==> config.mk <==
export PLATFORM = sky130hd
export DESIGN_NAME = wav_riff_header_parser_unit
export DESIGN_NICKNAME = d
export VERILOG_FILES = /design/src/design/wrhp_pkg.sv /design/src/design/wrhp_in_stage.sv /design/src/design/wrhp_parse_core.sv /design/src/design/wrhp_out_stage.sv /design/src/design/wav_riff_header_parser_unit.sv
export SDC_FILE = /design/constraint.sdc
export NUM_CORES = 1
export LEC_CHECK = 0
export BUFFER_PORTS_ARGS = -buffer_cell sky130_fd_sc_hd__buf_4
export CAP_MARGIN = 15
export CORE_UTILIZATION = 37
export DETAILED_ROUTE_END_ITERATION = 8
export GPL_TIMING_DRIVEN = 0
export PLACE_DENSITY = 0.55
export RECOVER_POWER = 50
export SLEW_MARGIN = 25
export SYNTH_ARGS = -nofsm -noshare
export SYNTH_HDL_FRONTEND = slang
export SYNTH_SLANG_ARGS = --single-unit
export TNS_END_PERCENT = 50
==> constraint.sdc <==
create_clock -name i_clk -period 11.5 [get_ports i_clk]
set_clock_uncertainty 0.1 [all_clocks]
set_input_delay 0.575 -clock i_clk [delete_from_list [all_inputs] [get_ports i_clk]]
set_output_delay 0.575 -clock i_clk [all_outputs]
set_load 0.1 [all_outputs]
==> src/design/wrhp_pkg.sv <==
`timescale 1ns / 1ps
`default_nettype none

package wrhp_pkg;

    localparam int COUNT_WIDTH_DEF = 32;

    localparam logic [31:0] TAG_RIFF = 32'h5249_4646;
    localparam logic [31:0] TAG_WAVE = 32'h5741_5645;
    localparam logic [31:0] TAG_FMT  = 32'h666D_7420;
    localparam logic [31:0] TAG_DATA = 32'h6461_7461;

    localparam logic [31:0] HDR_LAST_IDX  = 32'd11;
    localparam logic [31:0] FMT_MIN_LEN   = 32'd16;
    localparam logic [31:0] CHDR_LAST_IDX = 32'd7;

    localparam logic [2:0] ST_OK        = 3'd0;
    localparam logic [2:0] ST_TOO_SHORT = 3'd1;
    localparam logic [2:0] ST_BAD_TAG   = 3'd2;
    localparam logic [2:0] ST_NOT_PCM   = 3'd3;
    localparam logic [2:0] ST_NO_FMT    = 3'd4;
    localparam logic [2:0] ST_NO_DATA   = 3'd5;

    typedef enum logic [5:0] {
        PH_HEADER  = 6'b000001,
        PH_CHDR    = 6'b000010,
        PH_PAYLOAD = 6'b000100,
        PH_PAD     = 6'b001000,
        PH_BADTAG  = 6'b010000,
        PH_NOTPCM  = 6'b100000
    } t_phase;

    typedef struct packed {
        logic [7:0] byte_in;
        logic       is_last;
    } t_in_item;

    typedef struct packed {
        logic [2:0]  status;
        logic [31:0] rate_hz;
        logic [15:0] channels;
        logic [15:0] sample_bits;
        logic [31:0] data_offset;
        logic [31:0] data_length;
    } t_out_item;

endpackage

`default_nettype wire

==> src/design/wrhp_in_stage.sv <==
`timescale 1ns / 1ps
`default_nettype none

module wrhp_in_stage (
    input  logic               i_clk,
    input  logic               i_rst_n,
    input  logic               i_in_valid,
    output logic               o_in_stall,
    input  wrhp_pkg::t_in_item i_in_item,
    input  logic               i_out_full,
    output logic               o_fire,
    output wrhp_pkg::t_in_item o_item
);
    import wrhp_pkg::*;

    logic     r_valid;
    t_in_item r_item;
    logic     w_fire;

    assign w_fire     = r_valid && !(r_item.is_last && i_out_full);
    assign o_in_stall = r_valid && !w_fire;
    assign o_fire     = w_fire;
    assign o_item     = r_item;

    always_ff @(posedge i_clk) begin
        if (!i_rst_n) begin
            r_valid <= 1'b0;
        end else if (!r_valid || w_fire) begin
            r_valid <= i_in_valid;
        end
    end

    always_ff @(posedge i_clk) begin
        if ((!r_valid || w_fire) && i_in_valid) begin
            r_item <= i_in_item;
        end
    end

endmodule

`default_nettype wire

==> src/design/wrhp_parse_core.sv <==
`timescale 1ns / 1ps
`default_nettype none

module wrhp_parse_core #(
    parameter int COUNT_WIDTH = wrhp_pkg::COUNT_WIDTH_DEF
) (
    input  logic                i_clk,
    input  logic                i_rst_n,
    input  logic                i_fire,
    input  wrhp_pkg::t_in_item  i_item,
    output logic                o_result_valid,
    output wrhp_pkg::t_out_item o_result
);
    import wrhp_pkg::*;

    t_phase                 r_phase, n_phase;
    logic [COUNT_WIDTH-1:0] r_pos, n_pos;
    logic [31:0]            r_fcnt, n_fcnt;
    logic [31:0]            r_tag, n_tag;
    logic [31:0]            r_len, n_len;
    logic [31:0]            r_pend_lo, n_pend_lo;
    logic [15:0]            r_pend_ch, n_pend_ch;
    logic [15:0]            r_pend_bits, n_pend_bits;
    logic [31:0]            r_k_rate, n_k_rate;
    logic [15:0]            r_k_ch, n_k_ch;
    logic [15:0]            r_k_bits, n_k_bits;
    logic [31:0]            r_k_off, n_k_off;
    logic [31:0]            r_k_len, n_k_len;
    logic                   r_fl_fmt, n_fl_fmt;
    logic                   r_fl_data, n_fl_data;
    logic                   r_fl_nonpcm, n_fl_nonpcm;
    logic                   r_fl_badriff, n_fl_badriff;

    logic [COUNT_WIDTH-1:0] w_pos_next;
    logic [31:0]            w_pos_lo;
    logic [7:0]             w_b;
    logic [31:0]            w_k;
    logic [31:0]            w_k_inc;
    logic                   w_done;
    logic                   w_fmt_ok;
    t_out_item              w_res;

    assign w_pos_next = (r_pos == {COUNT_WIDTH{1'b1}}) ? r_pos : r_pos + COUNT_WIDTH'(1);
    assign w_pos_lo   = 32'(w_pos_next);
    assign w_b        = i_item.byte_in;
    assign w_k        = r_fcnt;
    assign w_k_inc    = r_fcnt + 32'd1;

    always_comb begin
        n_phase      = r_phase;
        n_pos        = w_pos_next;
        n_fcnt       = r_fcnt;
        n_tag        = r_tag;
        n_len        = r_len;
        n_pend_lo    = r_pend_lo;
        n_pend_ch    = r_pend_ch;
        n_pend_bits  = r_pend_bits;
        n_k_rate     = r_k_rate;
        n_k_ch       = r_k_ch;
        n_k_bits     = r_k_bits;
        n_k_off      = r_k_off;
        n_k_len      = r_k_len;
        n_fl_fmt     = r_fl_fmt;
        n_fl_data    = r_fl_data;
        n_fl_nonpcm  = r_fl_nonpcm;
        n_fl_badriff = r_fl_badriff;
        w_done       = 1'b0;
        w_fmt_ok     = 1'b0;
        w_res        = '0;

        case (r_phase)
            PH_HEADER: begin
                if (w_k < 32'd4 || w_k >= 32'd8) begin
                    n_tag = {r_tag[23:0], w_b};
                end
                if (w_k == 32'd3 && n_tag != TAG_RIFF) begin
                    n_fl_badriff = 1'b1;
                end
                n_fcnt = w_k_inc;
                if (w_k == HDR_LAST_IDX) begin
                    n_phase = (n_fl_badriff || n_tag != TAG_WAVE) ? PH_BADTAG : PH_CHDR;
                    n_fl_fmt     = 1'b0;
                    n_fl_data    = 1'b0;
                    n_fl_nonpcm  = 1'b0;
                    n_fl_badriff = 1'b0;
                    n_fcnt       = '0;
                end
            end
            PH_CHDR: begin
                if (w_k < 32'd4) begin
                    n_tag = {r_tag[23:0], w_b};
                end else begin
                    case (w_k[1:0])
                        2'd0:    n_len[7:0]   = w_b;
                        2'd1:    n_len[15:8]  = w_b;
                        2'd2:    n_len[23:16] = w_b;
                        default: n_len[31:24] = w_b;
                    endcase
                end
                if (w_k == 32'd0) begin
                    n_len = '0;
                end
                n_fcnt = w_k_inc;
                if (w_k == CHDR_LAST_IDX) begin
                    n_fcnt      = '0;
                    n_fl_nonpcm = 1'b0;
                    n_pend_lo   = (n_tag == TAG_DATA) ? w_pos_lo : 32'd0;
                    n_pend_ch   = '0;
                    n_pend_bits = '0;
                    if (n_len == 32'd0) begin
                        w_done = 1'b1;
                    end else begin
                        n_phase = PH_PAYLOAD;
                    end
                end
            end
            PH_PAYLOAD: begin
                if (r_tag == TAG_FMT) begin
                    if ((w_k == 32'd0 && w_b != 8'd1) || (w_k == 32'd1 && w_b != 8'd0)) begin
                        n_fl_nonpcm = 1'b1;
                    end else if (w_k == 32'd2) begin
                        n_pend_ch[7:0] = w_b;
                    end else if (w_k == 32'd3) begin
                        n_pend_ch[15:8] = w_b;
                    end else if (w_k >= 32'd4 && w_k <= 32'd7) begin
                        case (w_k[1:0])
                            2'd0:    n_pend_lo[7:0]   = w_b;
                            2'd1:    n_pend_lo[15:8]  = w_b;
                            2'd2:    n_pend_lo[23:16] = w_b;
                            default: n_pend_lo[31:24] = w_b;
                        endcase
                    end else if (w_k == 32'd14) begin
                        n_pend_bits[7:0] = w_b;
                    end else if (w_k == 32'd15) begin
                        n_pend_bits[15:8] = w_b;
                    end
                end
                n_fcnt = w_k_inc;
                if (w_k_inc == r_len) begin
                    w_done = 1'b1;
                end
            end
            PH_PAD: begin
                n_phase = PH_CHDR;
                n_fcnt  = '0;
            end
            default: begin
            end
        endcase

        if (w_done) begin
            w_fmt_ok = (n_tag == TAG_FMT) && (n_len >= FMT_MIN_LEN);
            if (w_fmt_ok && n_fl_nonpcm) begin
                n_phase = PH_NOTPCM;
            end else begin
                if (w_fmt_ok) begin
                    n_k_rate = n_pend_lo;
                    n_k_ch   = n_pend_ch;
                    n_k_bits = n_pend_bits;
                    n_fl_fmt = 1'b1;
                end else if (n_tag == TAG_DATA) begin
                    n_k_off   = n_pend_lo;
                    n_k_len   = n_len;
                    n_fl_data = 1'b1;
                end
                n_phase = n_len[0] ? PH_PAD : PH_CHDR;
                n_fcnt  = '0;
            end
        end

        if (n_phase == PH_HEADER) begin
            w_res.status = ST_TOO_SHORT;
        end else if (n_phase == PH_BADTAG) begin
            w_res.status = ST_BAD_TAG;
        end else if (n_phase == PH_NOTPCM) begin
            w_res.status = ST_NOT_PCM;
        end else if (!n_fl_fmt) begin
            w_res.status = ST_NO_FMT;
        end else if (!n_fl_data) begin
            w_res.status = ST_NO_DATA;
        end else begin
            w_res.status      = ST_OK;
            w_res.rate_hz     = n_k_rate;
            w_res.channels    = n_k_ch;
            w_res.sample_bits = n_k_bits;
            w_res.data_offset = n_k_off;
            w_res.data_length = n_k_len;
        end

        if (i_item.is_last) begin
            n_phase      = PH_HEADER;
            n_pos        = '0;
            n_fcnt       = '0;
            n_fl_fmt     = 1'b0;
            n_fl_data    = 1'b0;
            n_fl_nonpcm  = 1'b0;
            n_fl_badriff = 1'b0;
        end
    end

    assign o_result_valid = i_fire && i_item.is_last;
    assign o_result       = w_res;

    always_ff @(posedge i_clk) begin
        if (!i_rst_n) begin
            r_phase      <= PH_HEADER;
            r_pos        <= '0;
            r_fcnt       <= '0;
            r_fl_fmt     <= 1'b0;
            r_fl_data    <= 1'b0;
            r_fl_nonpcm  <= 1'b0;
            r_fl_badriff <= 1'b0;
        end else if (i_fire) begin
            r_phase      <= n_phase;
            r_pos        <= n_pos;
            r_fcnt       <= n_fcnt;
            r_fl_fmt     <= n_fl_fmt;
            r_fl_data    <= n_fl_data;
            r_fl_nonpcm  <= n_fl_nonpcm;
            r_fl_badriff <= n_fl_badriff;
        end
    end

    always_ff @(posedge i_clk) begin
        if (i_fire) begin
            r_tag       <= n_tag;
            r_len       <= n_len;
            r_pend_lo   <= n_pend_lo;
            r_pend_ch   <= n_pend_ch;
            r_pend_bits <= n_pend_bits;
            r_k_rate    <= n_k_rate;
            r_k_ch      <= n_k_ch;
            r_k_bits    <= n_k_bits;
            r_k_off     <= n_k_off;
            r_k_len     <= n_k_len;
        end
    end

    // The parser restarts at the RIFF header after every final byte.
    a_restart: assert property (@(posedge i_clk) disable iff (!i_rst_n)
        (i_fire && i_item.is_last) |=> (r_phase == PH_HEADER && r_pos == '0 && r_fcnt == '0))
        else $error("parser did not restart after the final byte");

    a_hdr_count: assert property (@(posedge i_clk) disable iff (!i_rst_n)
        (r_phase == PH_HEADER) |-> (r_fcnt <= HDR_LAST_IDX && !r_fl_fmt && !r_fl_data))
        else $error("header phase count or flags out of range");

    a_payload_count: assert property (@(posedge i_clk) disable iff (!i_rst_n)
        (r_phase == PH_PAYLOAD) |-> (r_fcnt < r_len))
        else $error("payload count reached the chunk length");

    a_pad_odd: assert property (@(posedge i_clk) disable iff (!i_rst_n)
        (r_phase == PH_PAD) |-> r_len[0])
        else $error("pad phase entered for an even chunk");

endmodule

`default_nettype wire

==> src/design/wrhp_out_stage.sv <==
`timescale 1ns / 1ps
`default_nettype none

module wrhp_out_stage (
    input  logic                i_clk,
    input  logic                i_rst_n,
    input  logic                i_load,
    input  wrhp_pkg::t_out_item i_result,
    output logic                o_full,
    output logic                o_out_valid,
    input  logic                i_out_stall,
    output wrhp_pkg::t_out_item o_out_item
);
    import wrhp_pkg::*;

    logic      r_valid;
    t_out_item r_item;

    assign o_full      = r_valid && i_out_stall;
    assign o_out_valid = r_valid;
    assign o_out_item  = r_item;

    always_ff @(posedge i_clk) begin
        if (!i_rst_n) begin
            r_valid <= 1'b0;
        end else if (!r_valid || !i_out_stall) begin
            r_valid <= i_load;
        end
    end

    always_ff @(posedge i_clk) begin
        if (i_load) begin
            r_item <= i_result;
        end
    end

endmodule

`default_nettype wire

==> src/design/wav_riff_header_parser_unit.sv <==
`timescale 1ns / 1ps
`default_nettype none

// Byte-stream RIFF/WAVE PCM header parser. One file byte is taken per clock cycle;
// only a final byte waits, while the result register still holds an unaccepted
// status item. The is_last mark on a byte yields one status item through the input
// register and the result register; the parser then restarts for the next file.
// Each byte passes through an input register and one pass of the chunk walker,
// whose phase, counters and kept fields update once per byte. The result holds
// the last complete fmt and data chunks, with all fields zero on a failure status.
// The byte position counter is COUNT_WIDTH bits wide and saturates.

module wav_riff_header_parser_unit #(
    parameter int COUNT_WIDTH = wrhp_pkg::COUNT_WIDTH_DEF
) (
    input  logic                i_clk,
    input  logic                i_rst_n,
    input  logic                i_in_valid,
    output logic                o_in_stall,
    input  wrhp_pkg::t_in_item  i_in_item,
    output logic                o_out_valid,
    input  logic                i_out_stall,
    output wrhp_pkg::t_out_item o_out_item
);
    import wrhp_pkg::*;

    logic      w_fire;
    logic      w_out_full;
    logic      w_res_valid;
    t_in_item  w_item;
    t_out_item w_res;

    wrhp_in_stage u_in_stage (
        .i_clk      (i_clk),
        .i_rst_n    (i_rst_n),
        .i_in_valid (i_in_valid),
        .o_in_stall (o_in_stall),
        .i_in_item  (i_in_item),
        .i_out_full (w_out_full),
        .o_fire     (w_fire),
        .o_item     (w_item)
    );

    wrhp_parse_core #(
        .COUNT_WIDTH (COUNT_WIDTH)
    ) u_parse_core (
        .i_clk          (i_clk),
        .i_rst_n        (i_rst_n),
        .i_fire         (w_fire),
        .i_item         (w_item),
        .o_result_valid (w_res_valid),
        .o_result       (w_res)
    );

    wrhp_out_stage u_out_stage (
        .i_clk       (i_clk),
        .i_rst_n     (i_rst_n),
        .i_load      (w_res_valid),
        .i_result    (w_res),
        .o_full      (w_out_full),
        .o_out_valid (o_out_valid),
        .i_out_stall (i_out_stall),
        .o_out_item  (o_out_item)
    );

endmodule

`default_nettype wire

==> results.py <==
metrics = {
    "run_status": {
        "status": "finished, violations left",
        "violations": "max-capacitance violations, max-slew violations",
    },
    "cts": {
        "ctsLongestPathBuffers": 3,
        "ctsHoldBuffers": 0,
        "ctsResizeCount": 0,
        "cts_buffers": 53,
        "cts_tree": "built",
        "clk_pin_slew_worst_paths_ps": 60,
        "cts_sinks": 472,
        "clk_latency_ps": 620,
        "cts_root_buffer": "clkbuf_16",
        "h-tree-depth": 2,
        "cts_setup_buffers": 0,
    },
    "power_and_ir_drop": {
        "ir_worst_vdd_uv": 96.48,
        "seqPwrFrac": 0.493,
        "p_leak_uw": 0.008115,
        "p_int_uw": 2906,
        "p_per_area_nw_per_um2": 138.8,
        "p_clk_frac": 0.449,
        "p_sw_uw": 919.8,
        "p_sw_frac": 0.2404,
        "p_comb_frac": 0.058,
    },
    "synthesis": {
        "async_flop_share": 0,
        "synth-seq-area-share": 0.5570,
        "yosysUniqueCellTypes": 88,
        "synth_nets": 2155,
        "synth-seq-cells": 472,
        "synth_edf_count": 396,
        "synthCells": 2137,
        "synth_warnings": 0,
        "syn_area_um2": 24080,
        "synth.avg_cell_area_um2": 11.27,
        "ys.flop_type": "edfxtp_1",
    },
    "global_route": {
        "antenna_found_initial": 3,
        "grt_overflow": 0,
        "grt_first_pass_wirelength_mm": 111.5,
        "grt_pass1_vias": 17728,
        "grt_usage": 0.2208,
        "grt_start_max_net_pins": 56,
    },
    "sta": {
        "max_freq_mhz": 136.3,
        "final-setup-viol-count": 0,
        "final_hold_viol_count": 0,
        "setup_ws_ps": 4161,
        "worstMarginPinSlew_ps": 2910,
        "slew_headroom": -0.9401,
        "drv_slew": 400,
        "rsz0062_at_grt": "no",
        "post-route-min-period_ps": 7339,
        "period_share": 0.6382,
    },
    "floorplan": {
        "initial_utilization": 0.3742,
        "dieArea_um2": 66100,
        "die_h_um": 257.1,
        "fp.dieW_um": 257.1,
        "core.rowCount": 93,
        "core-area_um2": 64350,
        "num_io_pins": 146,
    },
    "detailed_routing": {
        "dr.pass1.iters": 5,
        "route.detailed.drc": 0,
        "wl_per_cell_um": 22.96,
        "first_iter_violations": 1555,
        "totalWireLength_mm": 74.47,
        "via_count": 17988,
        "antenna_left": 0,
        "viasPerCell": 5.545,
    },
    "placed_design": {
        "dp_hpwl_mm": 53.24,
        "place_ws_ps": 6127,
        "placed_cell_area_um2": 26500,
        "gp_congestion": 0.9530,
        "io_buffer_count": 144,
    },
    "min_path": {
        "min_path_type": "primary input to flip-flop",
    },
    "cells_and_area": {
        "syn_to_final_growth_pct": 14.51,
        "design_area_um2": 27570,
        "drive_gt1_frac": 0.1256,
        "diodes": 0,
        "nFillCells": 6165,
        "layout_commonest_cell": "edfxtp_1",
        "layout_common_cells": "edfxtp_1 (396), clkbuf_1 (235), nand2_1 (231)",
        "fin_nets": 2363,
    },
    "worst_setup_path": {
        "end_kind": "flip-flop",
        "critPathKind": "flip-flop to flip-flop",
        "startpoint_type": "flip-flop",
        "crit_fanout": 52,
        "required_ps": 11550,
        "cp.arrival_ps": 7390,
    },
    "run": {
        "drv_cap": 9,
    },
}
-- sequential cells by signal (all words and copies together) (netlist names), 6 cells and up --
name,flops
u_parse_core.r_k_bits,16
u_parse_core.r_fcnt,32
u_parse_core.r_len,32
u_parse_core.r_k_rate,32
u_parse_core.r_pend_bits,16
u_parse_core.r_pend_ch,16
u_parse_core.r_k_ch,16
u_parse_core.r_pend_lo,32
u_in_stage.o_item,9
u_parse_core.r_pos,32
u_parse_core.r_k_off,32
u_parse_core.r_tag,32
u_parse_core.r_phase,6
u_parse_core.r_k_len,32
u_out_stage.o_out_item,131
-- critical path, stage by stage, from the launching register on --
cell and delay, ps:
edfxtp_1 440, nand3_1 170, nand2_1 150, inv_1 100
clkbuf_1 450, clkbuf_1 1460, clkbuf_1 1830, clkbuf_1 2110
-- final cells by class --
type | instances | area [um^2] | area share
Multi-Input combinational cell | 1488 | 9861 | 0.3576
Tap cell | 855 | 1070 | 0.03880
Clock inverter | 37 | 371.6 | 0.01348
Inverter | 25 | 93.84 | 0.003403
Timing Repair Buffer | 153 | 613.1 | 0.02224
Buffer | 152 | 769.5 | 0.02791
Sequential cell | 472 | 13410 | 0.4865
Clock buffer | 62 | 1381 | 0.05010
-- metrics by stage --
step	hold slack, ps	utilization	total power (uW)	cells	setup TNS [ps]
2_1_floorplan	371.1	-	2087	2137	0
3_3_place_gp	420.5	0.4076	2168	3136	-341030
4_1_cts	20.78	0.4391	3875	3244	0
5_1_grt	52.37	0.4285	3936	3244	0
6_report	67.74	0.4285	3826	3244	0
3_5_place_dp	427.5	0.4118	2155	3145	0
-- final timing paths --
check,start,to,slack (ps),cells past startpoint
setup / recovery,u_in_stage.o_item[0],u_parse_core.r_k_bits[8],4160,7
hold / removal,i_in_item[1],u_in_stage.o_item[1],70,1
setup reg to reg,u_in_stage.o_item[0],u_parse_core.r_k_bits[8],4160,7
hold reg to reg,u_out_stage.o_out_valid,u_out_stage.o_out_valid,440,2
-- per-layer routing --
layer	up-vias	track usage	part of all wire
li1	8337	-	-
met1	8908	0.3041	0.45
met2	607	0.3542	0.46
met3	130	0.03477	0.060
met4	6	0.07226	0.030
met5	-	0	0.00058
-- cell usage after synthesis, types with 17 or more instances --
library cell / n / share of area
nor3_1: 44 / 0.0091
a31oi_1: 17 / 0.0044
and2_1: 27 / 0.0070
nor2_1: 87 / 0.014
nand3_1: 64 / 0.013
mux2_2: 101 / 0.047
nor2b_1: 178 / 0.046
a22oi_1: 37 / 0.012
mux2_1: 61 / 0.029
clkbuf_1: 92 / 0.014
a21oi_1: 54 / 0.011
nand2_1: 231 / 0.036
nor4_1: 33 / 0.0086
nand4_1: 39 / 0.010
inv_1: 24 / 0.0037
and3_1: 17 / 0.0044
xnor2_1: 52 / 0.019
buf_2: 31 / 0.0064
edfxtp_1: 396 / 0.49
dfxtp_1: 76 / 0.063
o21ai_0: 162 / 0.034
xor2_1: 28 / 0.010
-- power by group through the flow --
stage	combinational (uW)	clock, uW	sequential, uW
after detailed placement	237	0	1920
after floorplan	78.5	0	2010
after CTS	238	1760	1880
final	221	1720	1890
after global placement	226	0	1940
after global routing	230	1820	1890
-- cells by family after synthesis --
kind of cell    count (synthesis)  synth area share
fa+ha+maj                       5          0.002598
flops                         472            0.5570
compound gates                390            0.1023
simple gates                  842            0.1935
buf+inv                       177           0.03549
xor+xnor                       81           0.03003
mux                           170           0.07909
Power figures use the tool's default switching activity.
